### src/sv/sjsm_pkg.sv
// Package for the sparse Jensen-Shannon merge unit.
// Holds widths, command and status types and the state encoding.
// No dependencies; every other file of the block uses it.
package sjsm_pkg;

    // Field and datapath widths.
    localparam int KEY_W      = 64;
    localparam int VAL_W      = 32;
    localparam int ACC_W      = 48;
    localparam int FRAC_W     = 24;
    localparam int OPND_W     = VAL_W + 1;
    localparam int EXP_W      = 6;
    localparam int LOG_W      = EXP_W + FRAC_W;
    localparam int HI_W       = OPND_W - FRAC_W;
    localparam int HP_W       = HI_W + LOG_W;
    localparam int TERM_W     = HP_W + 1;
    localparam int CNT_W      = 5;
    localparam int NORM_STEPS = 6;
    localparam int SQR_STEPS  = FRAC_W;

    // Input record kinds.
    typedef enum logic [1:0] {
        KIND_P_REC = 2'd0,
        KIND_Q_REC = 2'd1,
        KIND_P_END = 2'd2,
        KIND_Q_END = 2'd3
    } t_kind;

    // Merge actions.
    typedef enum logic [1:0] {
        ACT_P    = 2'd0,
        ACT_Q    = 2'd1,
        ACT_BOTH = 2'd2
    } t_act;

    // Operand whose entropy term is being computed.
    typedef enum logic [1:0] {
        OPND_P   = 2'd0,
        OPND_Q   = 2'd1,
        OPND_SUM = 2'd2
    } t_opnd;

    // Controller states.
    typedef enum logic [3:0] {
        S_IDLE,
        S_DECIDE,
        S_LOAD,
        S_NORM,
        S_SQR,
        S_MUL,
        S_SUM,
        S_ACC,
        S_CLEAR,
        S_DIFF,
        S_FIN
    } t_state;

    // Commands from the controller to the datapath.
    typedef struct packed {
        logic       load;
        logic       norm_load;
        logic       norm_step;
        logic [2:0] norm_idx;
        logic       sqr_step;
        logic       mul;
        logic       sum;
        logic       acc;
        logic       clear;
        logic       diff;
        logic       finish;
        t_opnd      opnd;
        t_act       act;
        logic       j;
    } t_cmd;

    // Status from the datapath to the controller.
    typedef struct packed {
        logic p_full;
        logic q_full;
        logic p_fin;
        logic q_fin;
        logic p_lt_q;
        logic q_lt_p;
        logic out_busy;
    } t_stat;

endpackage

### src/sv/sjsm_ctrl.sv
// Controller of the sparse Jensen-Shannon merge unit.
// Sequences merges, log2 iterations and accumulation; depends on sjsm_pkg.
module sjsm_ctrl (
    input  logic             i_clk,
    input  logic             i_rst_n,
    input  logic             i_in_valid,
    output logic             o_in_ready,
    input  sjsm_pkg::t_stat  i_stat,
    output sjsm_pkg::t_cmd   o_cmd
);

    sjsm_pkg::t_state             r_state, n_state;
    sjsm_pkg::t_act               r_act, n_act;
    logic [1:0]                   r_job, n_job;
    logic                         r_j, n_j;
    logic [sjsm_pkg::CNT_W-1:0]   r_cnt, n_cnt;
    logic [1:0]                   r_merges, n_merges;

    sjsm_pkg::t_opnd job_opnd;
    logic            job_two_j;
    logic            job_first_j;
    logic            job_last;

    // Job table: which operand, which mixture weights, and whether it closes the merge.
    always_comb begin
        unique case (r_act)
            sjsm_pkg::ACT_P: begin
                job_opnd = sjsm_pkg::OPND_P;  job_first_j = 1'b0;
                job_two_j = 1'b1;             job_last = 1'b1;
            end
            sjsm_pkg::ACT_Q: begin
                job_opnd = sjsm_pkg::OPND_Q;  job_first_j = 1'b0;
                job_two_j = 1'b1;             job_last = 1'b1;
            end
            default: begin
                job_two_j = 1'b0;
                unique case (r_job)
                    2'd0: begin
                        job_opnd = sjsm_pkg::OPND_SUM; job_first_j = 1'b1;
                        job_last = 1'b0;
                    end
                    2'd1: begin
                        job_opnd = sjsm_pkg::OPND_P;   job_first_j = 1'b0;
                        job_last = 1'b0;
                    end
                    default: begin
                        job_opnd = sjsm_pkg::OPND_Q;   job_first_j = 1'b0;
                        job_last = 1'b1;
                    end
                endcase
            end
        endcase
    end

    // State register and sequencing counters.
    always_ff @(posedge i_clk) begin
        if (!i_rst_n) begin
            r_state  <= sjsm_pkg::S_IDLE;
            r_act    <= sjsm_pkg::ACT_P;
            r_job    <= 2'd0;
            r_j      <= 1'b0;
            r_cnt    <= '0;
            r_merges <= 2'd0;
        end else begin
            r_state  <= n_state;
            r_act    <= n_act;
            r_job    <= n_job;
            r_j      <= n_j;
            r_cnt    <= n_cnt;
            r_merges <= n_merges;
        end
    end

    // Next state and commands.
    always_comb begin
        n_state    = r_state;
        n_act      = r_act;
        n_job      = r_job;
        n_j        = r_j;
        n_cnt      = r_cnt;
        n_merges   = r_merges;
        o_in_ready = 1'b0;
        o_cmd      = '0;
        o_cmd.opnd = job_opnd;
        o_cmd.act  = r_act;
        o_cmd.j    = r_j;
        o_cmd.norm_idx = r_cnt[2:0];

        unique case (r_state)
            sjsm_pkg::S_IDLE: begin
                o_in_ready = 1'b1;
                if (i_in_valid) begin
                    o_cmd.load = 1'b1;
                    n_merges   = 2'd0;
                    n_state    = sjsm_pkg::S_DECIDE;
                end
            end
            sjsm_pkg::S_DECIDE: begin
                n_job   = 2'd0;
                n_state = sjsm_pkg::S_LOAD;
                priority if (r_merges == 2'd2) begin
                    n_state = sjsm_pkg::S_DIFF;
                end else if (i_stat.p_full && i_stat.q_full) begin
                    priority if (i_stat.p_lt_q) n_act = sjsm_pkg::ACT_P;
                    else if (i_stat.q_lt_p)     n_act = sjsm_pkg::ACT_Q;
                    else                        n_act = sjsm_pkg::ACT_BOTH;
                end else if (i_stat.p_full && i_stat.q_fin) begin
                    n_act = sjsm_pkg::ACT_P;
                end else if (i_stat.q_full && i_stat.p_fin) begin
                    n_act = sjsm_pkg::ACT_Q;
                end else begin
                    n_state = sjsm_pkg::S_DIFF;
                end
            end
            sjsm_pkg::S_LOAD: begin
                o_cmd.norm_load = 1'b1;
                n_cnt   = '0;
                n_state = sjsm_pkg::S_NORM;
            end
            sjsm_pkg::S_NORM: begin
                o_cmd.norm_step = 1'b1;
                if (r_cnt == sjsm_pkg::CNT_W'(sjsm_pkg::NORM_STEPS - 1)) begin
                    n_cnt   = '0;
                    n_state = sjsm_pkg::S_SQR;
                end else begin
                    n_cnt = r_cnt + 1'b1;
                end
            end
            sjsm_pkg::S_SQR: begin
                o_cmd.sqr_step = 1'b1;
                if (r_cnt == sjsm_pkg::CNT_W'(sjsm_pkg::SQR_STEPS - 1)) begin
                    n_j     = job_first_j;
                    n_state = sjsm_pkg::S_MUL;
                end else begin
                    n_cnt = r_cnt + 1'b1;
                end
            end
            sjsm_pkg::S_MUL: begin
                o_cmd.mul = 1'b1;
                n_state   = sjsm_pkg::S_SUM;
            end
            sjsm_pkg::S_SUM: begin
                o_cmd.sum = 1'b1;
                n_state   = sjsm_pkg::S_ACC;
            end
            sjsm_pkg::S_ACC: begin
                o_cmd.acc = 1'b1;
                priority if (!r_j && job_two_j) begin
                    n_j     = 1'b1;
                    n_state = sjsm_pkg::S_MUL;
                end else if (job_last) begin
                    n_state = sjsm_pkg::S_CLEAR;
                end else begin
                    n_job   = r_job + 1'b1;
                    n_state = sjsm_pkg::S_LOAD;
                end
            end
            sjsm_pkg::S_CLEAR: begin
                o_cmd.clear = 1'b1;
                n_merges    = r_merges + 1'b1;
                n_state     = sjsm_pkg::S_DECIDE;
            end
            sjsm_pkg::S_DIFF: begin
                o_cmd.diff = 1'b1;
                n_state    = sjsm_pkg::S_FIN;
            end
            sjsm_pkg::S_FIN: begin
                // Wait until the output register is free for the result.
                if (!i_stat.out_busy) begin
                    o_cmd.finish = 1'b1;
                    n_state      = sjsm_pkg::S_IDLE;
                end
            end
            default: begin
                n_state = sjsm_pkg::S_IDLE;
            end
        endcase
    end

endmodule

### config.mk
export PLATFORM = sky130hd
export DESIGN_NAME = sjsm_ctrl
export DESIGN_NICKNAME = d
export VERILOG_FILES = /design/src/sv/sjsm_pkg.sv /design/src/sv/sjsm_ctrl.sv
export SDC_FILE = /design/constraint.sdc
export NUM_CORES = 1
export LEC_CHECK = 0
export ABC_AREA = 1
export BUFFER_PORTS_ARGS = -buffer_cell sky130_fd_sc_hd__buf_4
export CAP_MARGIN = 20
export CORE_ASPECT_RATIO = 0.6
export CORE_MARGIN = 3
export CORE_UTILIZATION = 50
export CTS_BUF_LIST = sky130_fd_sc_hd__clkbuf_16
export CTS_CLUSTER_DIAMETER = 200
export DETAILED_ROUTE_END_ITERATION = 8
export GPL_TIMING_DRIVEN = 0
export PLACE_DENSITY_LB_ADDON = 0.1
export SYNTH_ARGS = -nofsm -noshare
export SYNTH_HDL_FRONTEND = slang
export SYNTH_SLANG_ARGS = --single-unit
### constraint.sdc
create_clock -name i_clk -period 1.6 [get_ports i_clk]
set_input_delay 0.4 -clock i_clk [delete_from_list [all_inputs] [get_ports i_clk]]
set_output_delay 0.4 -clock i_clk [all_outputs]
set_load 0.05 [all_outputs]
======== Yosys cells after proc, flatten, opt, wreduce, memory -nomap -nowiden ========
Index checks and enable logic that the tools add are counted.
Widths: inputs -> output; s select.
operators by class
  muxes and demuxes ....................... 47
  bitwise gates (word level) .............. 1
  equality and inequality tests ........... 23
  add/sub/neg operators ................... 3
  reduce and logical (&&, ||, !) cells .... 21
operators by type and width
  kind                 count
  $pmux 4 s11          1
  $mux 4               10
  $mux 1               20
  $eq 4x3->1 const B   4
  $mux 2               8
  $ne 2x2->1 const B   8
  $pmux 2 s2           4
  $pmux 5 s3           1
  $eq 4x4->1 const B   3
  $mux 5               2
  $reduce_and 3->1     3
  $eq 4x2->1 const B   2
  $reduce_bool 2->1    3
  $reduce_bool 3->1    2
  $add 5x1->5 const B  1
  $eq 5x3->1 const B   1
  $eq 5x5->1 const B   1
  $add 2x1->2 const B  2
  $eq 2x1->1 const B   2
  $eq 4x1->1 const B   1
  $logic_and 1x1->1    4
  $logic_not 2->1      2
  $logic_not 4->1      1
  $reduce_and 2->1     2
  other kinds (6)      7
storage, ports and cells
  logic and storage cells ................. 101
  register bits after elaboration ......... 16
  input bits .............................. 10
  output and inout bits ................... 19

======== Logic depth before layout (Yosys ltp) ========
Gate-level depths: netlist of the first run.
  word-level depth ........................ 7
  depth in mapped cells ................... 11
  mapped depth without buffers ............ 11

======== Worst setup path before layout of the first run ========
No wires, ideal clock.
  path kind ............................... register -> register
  start point ............................. register r_state[2]
  end point ............................... register r_merges[0]
  buffers on the path ..................... 0
  arrival ................................. 1.963 ns
  slack ................................... -0.480 ns
  cell stages (with the launch flop) ...... 7
  required time ........................... 1.482 ns
  library setup time ...................... 0.118 ns
  period minus slack after synthesis ...... 2.080 ns
  path through ............................ dfxtp_1 -> inv_2 -> nand2_4 -> nor3_1 -> nor2_1 -> nor2_1 -> nor2_1
on the way
  cells in the longest elaborated chain, start to end .. 3
  elaborated cells between the ends (all ways) .. 6
  those cells by class .................... 2 x eq/ne; 1 x mux; 3 x reduce/logical
RTL lines
  item                                                                     RTL line         text
  start: declaration                                                       sjsm_ctrl.sv:12  sjsm_pkg::t_state r_state, n_state;
  start signal: assignment                                                 sjsm_ctrl.sv:58  r_state <= sjsm_pkg::S_IDLE;
  start signal: assignment                                                 sjsm_ctrl.sv:65  r_state <= n_state;
  $eq 4x4->1 / $logic_not 4->1 (equally long branches)                     sjsm_ctrl.sv:89  unique case (r_state)
  $reduce_bool 2->1 (no source line) / $ne 2x2->1 (equally long branches)  n/a
  $reduce_and 2->1 (no source line)                                        n/a
  end signal: assignment                                                   sjsm_ctrl.sv:70  r_merges <= n_merges;
  end: declaration                                                         sjsm_ctrl.sv:17  logic [1:0] r_merges, n_merges;
Parallel ways exist; a longest one is shown, timed or not.
A chain may end at the register's enable or synchronous reset.

==> results of run 1 <==
==> metrics by stage <==
stage,setup TNS (ns),total power [uW],utilization [%]
after CTS,-0.0814,2330,74.5
after floorplan,0,1430,-
after global placement,-0.0857,1680,66.0
after global routing,-0.472,2590,81.4
after detailed placement,-0.103,1720,66.0
final,-0.140,2460,81.4
==> worst reg2reg max path, cell delays in order (launching register included) <==
cell and delay, ns:
dfxtp_4 0.38, inv_4 0.05, ha_4 0.16, o21ai_4 0.14, buf_4 0.13, buf_4 0.10, nor2_2 0.05, nor2_1 0.08
nand2_1 0.07, nor2_1 0.09, a21oi_1 0.06
==> repair_timing <==
action	CTS	global route
buffers inserted	3	9
resized for setup	31	25
pin swaps	3	7
endpoints found under the setup margin	12	19
hold buffers	0	0
==> layout make-up <==
| cell class | count | area [um^2] | share of cell area [%] |
|---|---|---|---|
| Buffer | 4 | 30.0 | 1.67 |
| Sequential cell | 16 | 344 | 19.1 |
| Multi-Input combinational cell | 127 | 830 | 46.0 |
| Clock buffer | 3 | 75.1 | 4.17 |
| Timing Repair Buffer | 40 | 353 | 19.6 |
| Tap cell | 30 | 37.5 | 2.08 |
| Inverter | 29 | 129 | 7.15 |
| Clock inverter | 1 | 3.75 | 0.208 |
==> routing by layer <==
layer	up-vias	track usage, %	part of all wire [%]
met4	0	5.84	3.5
met2	89	38.6	46
met5	-	0	0
met1	608	28.7	40
li1	641	-	-
met3	16	6.02	10
==> where the power goes <==
| part | internal (uW) | total (uW) | leakage (uW) | switching (uW) |
|---|---|---|---|---|
| Clock | 332 | 501 | 0.0000385 | 168 |
| Sequential | 469 | 579 | 0.000135 | 110 |
| Combinational | 484 | 1380 | 0.000659 | 900 |
==> placed cells by master, fill, tap and decap left out, types with 4 or more instances in the layout <==
| master | n |
|---|---|
| inv_2 | 7 |
| dfxtp_2 | 4 |
| dfxtp_1 | 7 |
| nor2_2 | 8 |
| buf_4 | 34 |
| nand2_2 | 6 |
| o21ai_0 | 4 |
| nor2_4 | 6 |
| nand2_4 | 4 |
| dfxtp_4 | 5 |
| buf_8 | 4 |
| nand3_1 | 8 |
| a21oi_1 | 13 |
| nor2_1 | 17 |
| inv_1 | 15 |
| nand2_1 | 35 |
| buf_6 | 6 |
==> path summary, 6_finish.rpt <==
check                                            from                      end  depth (start not counted)
worst max-delay path            r_job[0]$_SDFFE_PN0P_                 o_cmd[3]                          5
worst min-delay path                          i_rst_n  r_state[3]$_SDFFE_PN0P_                          3
worst max register to register  r_job[0]$_SDFFE_PN0P_  r_state[1]$_SDFFE_PN0P_                         10
worst min register to register  r_job[1]$_SDFFE_PN0P_    r_job[1]$_SDFFE_PN0P_                          2
==> flip-flops by register name, summed over array words and instances (netlist names) <==
| signal | cells |
|---|---|
| r_cnt | 5 |
| r_state | 4 |
| r_act | 2 |
| r_j | 1 |
| r_job | 2 |
| r_merges | 2 |
==> cell families after synthesis <==
group                    after synthesis  share of synthesized area [%]
adder cells (fa/ha/maj)                6                           6.30
AND/OR/NAND/NOR                       95                           42.6
buffers and inverters                 33                           11.9
XOR/XNOR                               2                           1.47
flip-flops                            16                           26.9
AO/OA/AOI/OAI                         24                           10.8
==> results.cfg, run 1 <==
[detailed_routing]
via_count = 1354
drc = 0
wl_per_cell_um = 15.3
first_pass_iters = 4
ant_nets = 0
avgViaCountPerCell = 5.42
drt-total-wl_mm = 3.83
drt-initial-drc-count = 111

[worst_setup_path]
rrSetupSlack_ns = 0.14
crit_arrival_ns = 1.29
cp_slowest_cell = dfxtp_4
cp-start-kind = flip-flop
worstSetupPathType = reg2out
endpoint_kind = output port
required_ns = 1.20
critical_path.top_delay_family = flip-flops
cp_max_fo = 3
cp_num_buf_inv = 2
cpPeakStageDelay_ns = 0.38
crit_chain = inv_4 > ha_4 > o21ai_4 > o21a_2 > buf_8

[floorplan]
placementRows = 13
die_area_um2 = 3020
die_h_um = 43.8
die_x_um = 69.0
io_pins = 29
initial_core_util_pct = 53.8
coreArea_um2 = 2210

[yosys]
synth-async-reset-ratio_pct = 0
post-synth-top-count-cell = nand2_1
yosys.area.top_type = dfxtp_1
ys.flop_type = dfxtp_1
netlist_instances = 176
synth_edf_count = 0
yosysTopAreaCellShare_pct = 26.9
netlist_area_um2 = 1190
syn_nets = 192
yosysSeqAreaShare_pct = 26.9
yosys_warnings = 0
synth_area_leaders = dfxtp_1 27%, nand2_1 11%, inv_1 6.9%, nor2_1 6.9%, ha_1 6.3%
yosys-top-cells-count = 36 x nand2_1, 22 x inv_1, 22 x nor2_1
ys_ff_latch = 16
synth_cell_type_count = 29
avgSynthCellArea_um2 = 6.77

[timing]
fmax_mhz = 590
setup_viol = 5
finalCritPeriodShare_pct = 106
slew_viol_final = 0
final.setup.worst_slack_ns = -0.0938
max_slew_margin_pct = 78.3
rsz0062_at_grt = true
min_period_ns = 1.69
fin_skew_ns = 0.00297
hold_viol = 0
worst_pin_slew_ns = 0.324
fin_hold_ws_ns = 0.417

[global_routing]
antenna_found_initial = 0
grt-ovfl-total = 0
grt_max_degree = 11
grt_pass1_wl_mm = 5.33
grt_pass1_vias = 1176
grtUsageTotal_pct = 22.6

[pwr]
p_leak_uw = 0.000833
p_per_area_nw_per_um2 = 1370
peakVddDrop_v = 0.000840

[placed_design]
post_dp_cell_area_um2 = 1460
dp.cells = 234
place_congestion = 0.861
port_buffers = 28
pre_cts_ws_ns = -0.103
dp_hpwl_mm = 2.38

[cells_and_area]
drive_above_1_share_pct = 46.8
syn2layout_area_growth_pct = 51.3
num-fill-cells = 138
n_antenna_cell = 0
design_area_um2 = 1800
fin_nets = 237
layoutNonFillerInstCount = 250

[clocking]
cts_sinks = 16
htree_levels = 1
cts_tree = done
numCtsBuffers = 3
cts_root_buf = clkbuf_16
clk_path_buf_depth = 2
clkTransAtPathRegs_ns = 0.05
clk_latency_ns = 0.25

[job]
maxCapViolations = 0

[run_status]
violations = negative setup slack
status = complete, but fails checks

[min_path]
hold_class = in2reg
No activity file was read; power rests on OpenSTA's default activity.
==> inputs of run 2 (changes only) <==
- SETUP_SLACK_MARGIN: not set -> 0.3
==> run 2 against run 1 <==
Against the previous run: the flow now stops in 5_1_grt; synthesized cell count unchanged; area after synthesis unchanged.
==> results.cfg, run 2 <==
[floorplan]
io_pins = 29
placementRows = 13
initial_core_util_pct = 53.8
die_h_um = 43.8
die_x_um = 69.0

[yosys]
post-synth-top-count-cell = nand2_1
avgSynthCellArea_um2 = 6.77
yosys.area.top_type = dfxtp_1
synth_edf_count = 0
yosys-top-cells-count = 36 x nand2_1, 22 x inv_1, 22 x nor2_1
netlist_instances = 176
yosysTopAreaCellShare_pct = 26.9
synth_cell_type_count = 29
ys.flop_type = dfxtp_1
netlist_area_um2 = 1190
synth-async-reset-ratio_pct = 0
yosys_warnings = 0
yosysSeqAreaShare_pct = 26.9
syn_nets = 192
ys_ff_latch = 16
synth_area_leaders = dfxtp_1 27%, nand2_1 11%, inv_1 6.9%, nor2_1 6.9%, ha_1 6.3%

[placed_design]
place_congestion = 0.913
port_buffers = 28
dp.cells = 234
dp_hpwl_mm = 2.65

[clocking]
cts_sinks = 16
clk_path_buf_depth = 2
numCtsBuffers = 3
htree_levels = 1
cts_root_buf = clkbuf_16

[run_status]
firstError = [ERROR DPL-0038] Utilization greater than 100%, impossible to legalize
status = aborted with a tool error
failing_step = 5_1_grt

[timing]
worst_endpoint_kind = primary output
grt-worst-endpoint = o_cmd[3]

[global_routing]
grt_max_degree = 11
==> run 2: logic make-up after synthesis <==
kind of cell	after synthesis	share of synthesized area, %
AND/OR/NAND/NOR	95	42.6
XOR/XNOR	2	1.47
buffers and inverters	33	11.9
AO/OA/AOI/OAI	24	10.8
flip-flops	16	26.9
adder cells (fa/ha/maj)	6	6.30
==> run 2: timing repair <==
action	in CTS
buffers inserted	15
pin swaps	17
hold endpoints to repair	0
hold buffers	0
resized for setup	79
endpoints found under the setup margin	25
==> run 2: metrics by stage <==
stage / cell area [um^2] / worst slack (ns)
after CTS: 2050 / -0.0621
after detailed placement: 1570 / 0.116
after global placement: 1570 / 0.138
after floorplan: 1330 / 0.223
==> inputs of run 3 (changes only) <==
- CORE_AREA: not set -> 3 3 64 66
- CORE_ASPECT_RATIO: 0.6 -> not set
- CORE_MARGIN: 3 -> not set
- CORE_UTILIZATION: 50 -> not set
- CTS_BUF_LIST: sky130_fd_sc_hd__clkbuf_16 -> not set
- CTS_CLUSTER_DIAMETER: 200 -> not set
- DIE_AREA: not set -> 0 0 67 69
- PLACE_DENSITY_LB_ADDON: 0.1 -> 0.15
- SETUP_SLACK_MARGIN: 0.3 -> not set
==> run 3 against run 2 <==
Against the previous run: the flow now finishes, with violations (negative setup slack).
==> results.cfg, run 3 (synthesis gave the netlist of run 1 again) <==
[run_status]
status = complete, but fails checks
violations = negative setup slack

[detailed_routing]
first_pass_iters = 4
drt-total-wl_mm = 2.82
wl_per_cell_um = 10.8
ant_nets = 0
drc = 0
via_count = 1164
drt-initial-drc-count = 64
avgViaCountPerCell = 4.46

[worst_setup_path]
cp_slowest_cell = dfxtp_4
cp_max_fo = 3
crit_arrival_ns = 1.25
cpPeakStageDelay_ns = 0.38
required_ns = 1.20
critical_path.top_delay_family = flip-flops
crit_chain = inv_4 > ha_4 > o21ai_2 > o21a_2 > buf_8
endpoint_kind = output port
worstSetupPathType = reg2out
cp_num_buf_inv = 2
cp-start-kind = flip-flop

[clocking]
htree_levels = 1
clk_latency_ns = 0.25
postCtsHoldBufs = 0
cts_sinks = 16
cts_root_buf = clkbuf_8
clkTransAtPathRegs_ns = 0.07
clk_path_buf_depth = 2
cts_tree = done
numCtsBuffers = 3

[cells_and_area]
seq_area_um2 = 343
multi_input_area_um2 = 822
final_cell_mix = 33 x nand2_1, 26 x buf_4, 17 x nor2_1, 14 x inv_1, 13 x a21oi_1
syn2layout_area_growth_pct = 46.6
final_common_cell = nand2_1
drive_above_1_share_pct = 46.5
largest_reg_flops = 5
n_antenna_cell = 0
num-fill-cells = 380
max_flop_register = r_cnt
fin_nets = 231
largest_registers = r_cnt: 5 flops, r_state: 4 flops

[floorplan]
io_pins = 29
die_area_um2 = 4620
die_h_um = 69
die_x_um = 67
initial_core_util_pct = 32.8
coreArea_um2 = 3630
placementRows = 22

[timing]
final.setup.worst_slack_ns = -0.0451
setup_viol = 3
hold_viol = 0
worst_pin_slew_ns = 0.311
fin_skew_ns = 0.00451
fmax_mhz = 608
max_slew_margin_pct = 79.2
slew_viol_final = 0
finalCritPeriodShare_pct = 103
rsz0062_at_grt = true
min_period_ns = 1.65

[pwr]
clkPwrFrac_pct = 14.0
p_per_area_nw_per_um2 = 1250
seqPwrFrac_pct = 26.2
pwr-share-comb_pct = 59.8
p_sw_uw = 1090
internal-power_uw = 1090
p_leak_uw = 0.000787
total_power_uw = 2180
swShare_pct = 49.9
peakVddDrop_v = 0.000484

[job]
maxCapViolations = 0

[placed_design]
dp_hpwl_mm = 2.22
place_congestion = 0.828
pre_cts_ws_ns = -0.0862
port_buffers = 28

[global_routing]
grt_max_degree = 11
antenna_found_initial = 0
grt-ovfl-total = 0
grtUsageTotal_pct = 12.7
grt_pass1_wl_mm = 4.77
grt_pass1_vias = 1095

[min_path]
hold_class = in2reg
[run 3: worst paths after layout]
path / from / slack (ns) / to / cells past startpoint
setup / recovery: r_job[0]$_SDFFE_PN0P_ / -0.05 / o_cmd[3] / 5
setup reg to reg: r_cnt[1]$_SDFFE_PN0P_ / 0.14 / r_cnt[3]$_SDFFE_PN0P_ / 7
hold / removal: i_rst_n / 0.41 / r_state[3]$_SDFFE_PN0P_ / 3
hold reg to reg: r_merges[1]$_SDFFE_PN0P_ / 0.49 / r_merges[1]$_SDFFE_PN0P_ / 2
[run 3: layout make-up]
class,count,area share [%]
plain buffers,4,1.72
clock buffers,3,2.36
inverters,29,7.52
multi-input cells,127,47.1
flip-flops and latches,16,19.6
well taps,48,3.44
repair buffers,34,18.3
[run 3: routing by layer]
metal  share of wire [%]  vias up  GRT usage (%)
li1                    -      620              -
met1                  44      521           16.5
met2                  50       19           20.7
met3                 4.6        4           2.93
met4                 1.2        0           3.38
met5                   0        -              0
[run 3: metrics by stage]
| stage | setup TNS [ns] | std cells | instance area (um^2) | hold slack, ns | util, % |
|---|---|---|---|---|---|
| floorplan | 0 | 176 | 1210 | 0.439 | - |
| CTS | -0.0634 | 258 | 1640 | 0.416 | 45.0 |
| global route | -0.289 | 261 | 1750 | 0.436 | 48.1 |
| global placement | -0.0512 | 252 | 1480 | 0.452 | 40.8 |
| finish | -0.0611 | 261 | 1750 | 0.408 | 48.1 |
| detailed placement | -0.0862 | 252 | 1480 | 0.459 | 40.8 |
[run 3: power by group through the flow]
stage | clock network, uW | logic [uW] | registers (uW)
2_1_floorplan | 0 | 888 | 544
3_3_place_gp | 0 | 1160 | 532
3_5_place_dp | 0 | 1170 | 534
4_1_cts | 319 | 1230 | 556
5_1_grt | 340 | 1430 | 582
6_report | 306 | 1300 | 570
[run 3: timing repair]
action | CTS | global route
setup buffers | 3 | 3
pin swaps | 4 | 5
setup endpoints to repair | 11 | 14
hold endpoints to repair | 0 | 0
gates resized for setup | 32 | 29
[run 3: worst register-to-register path: cells and delay by family (launching register included)]
kind / cells / cell delay [ns]
xor+xnor: 1 / 0.14
fa+ha+maj: 1 / 0.24
flops: 1 / 0.39
simple gates: 5 / 0.58
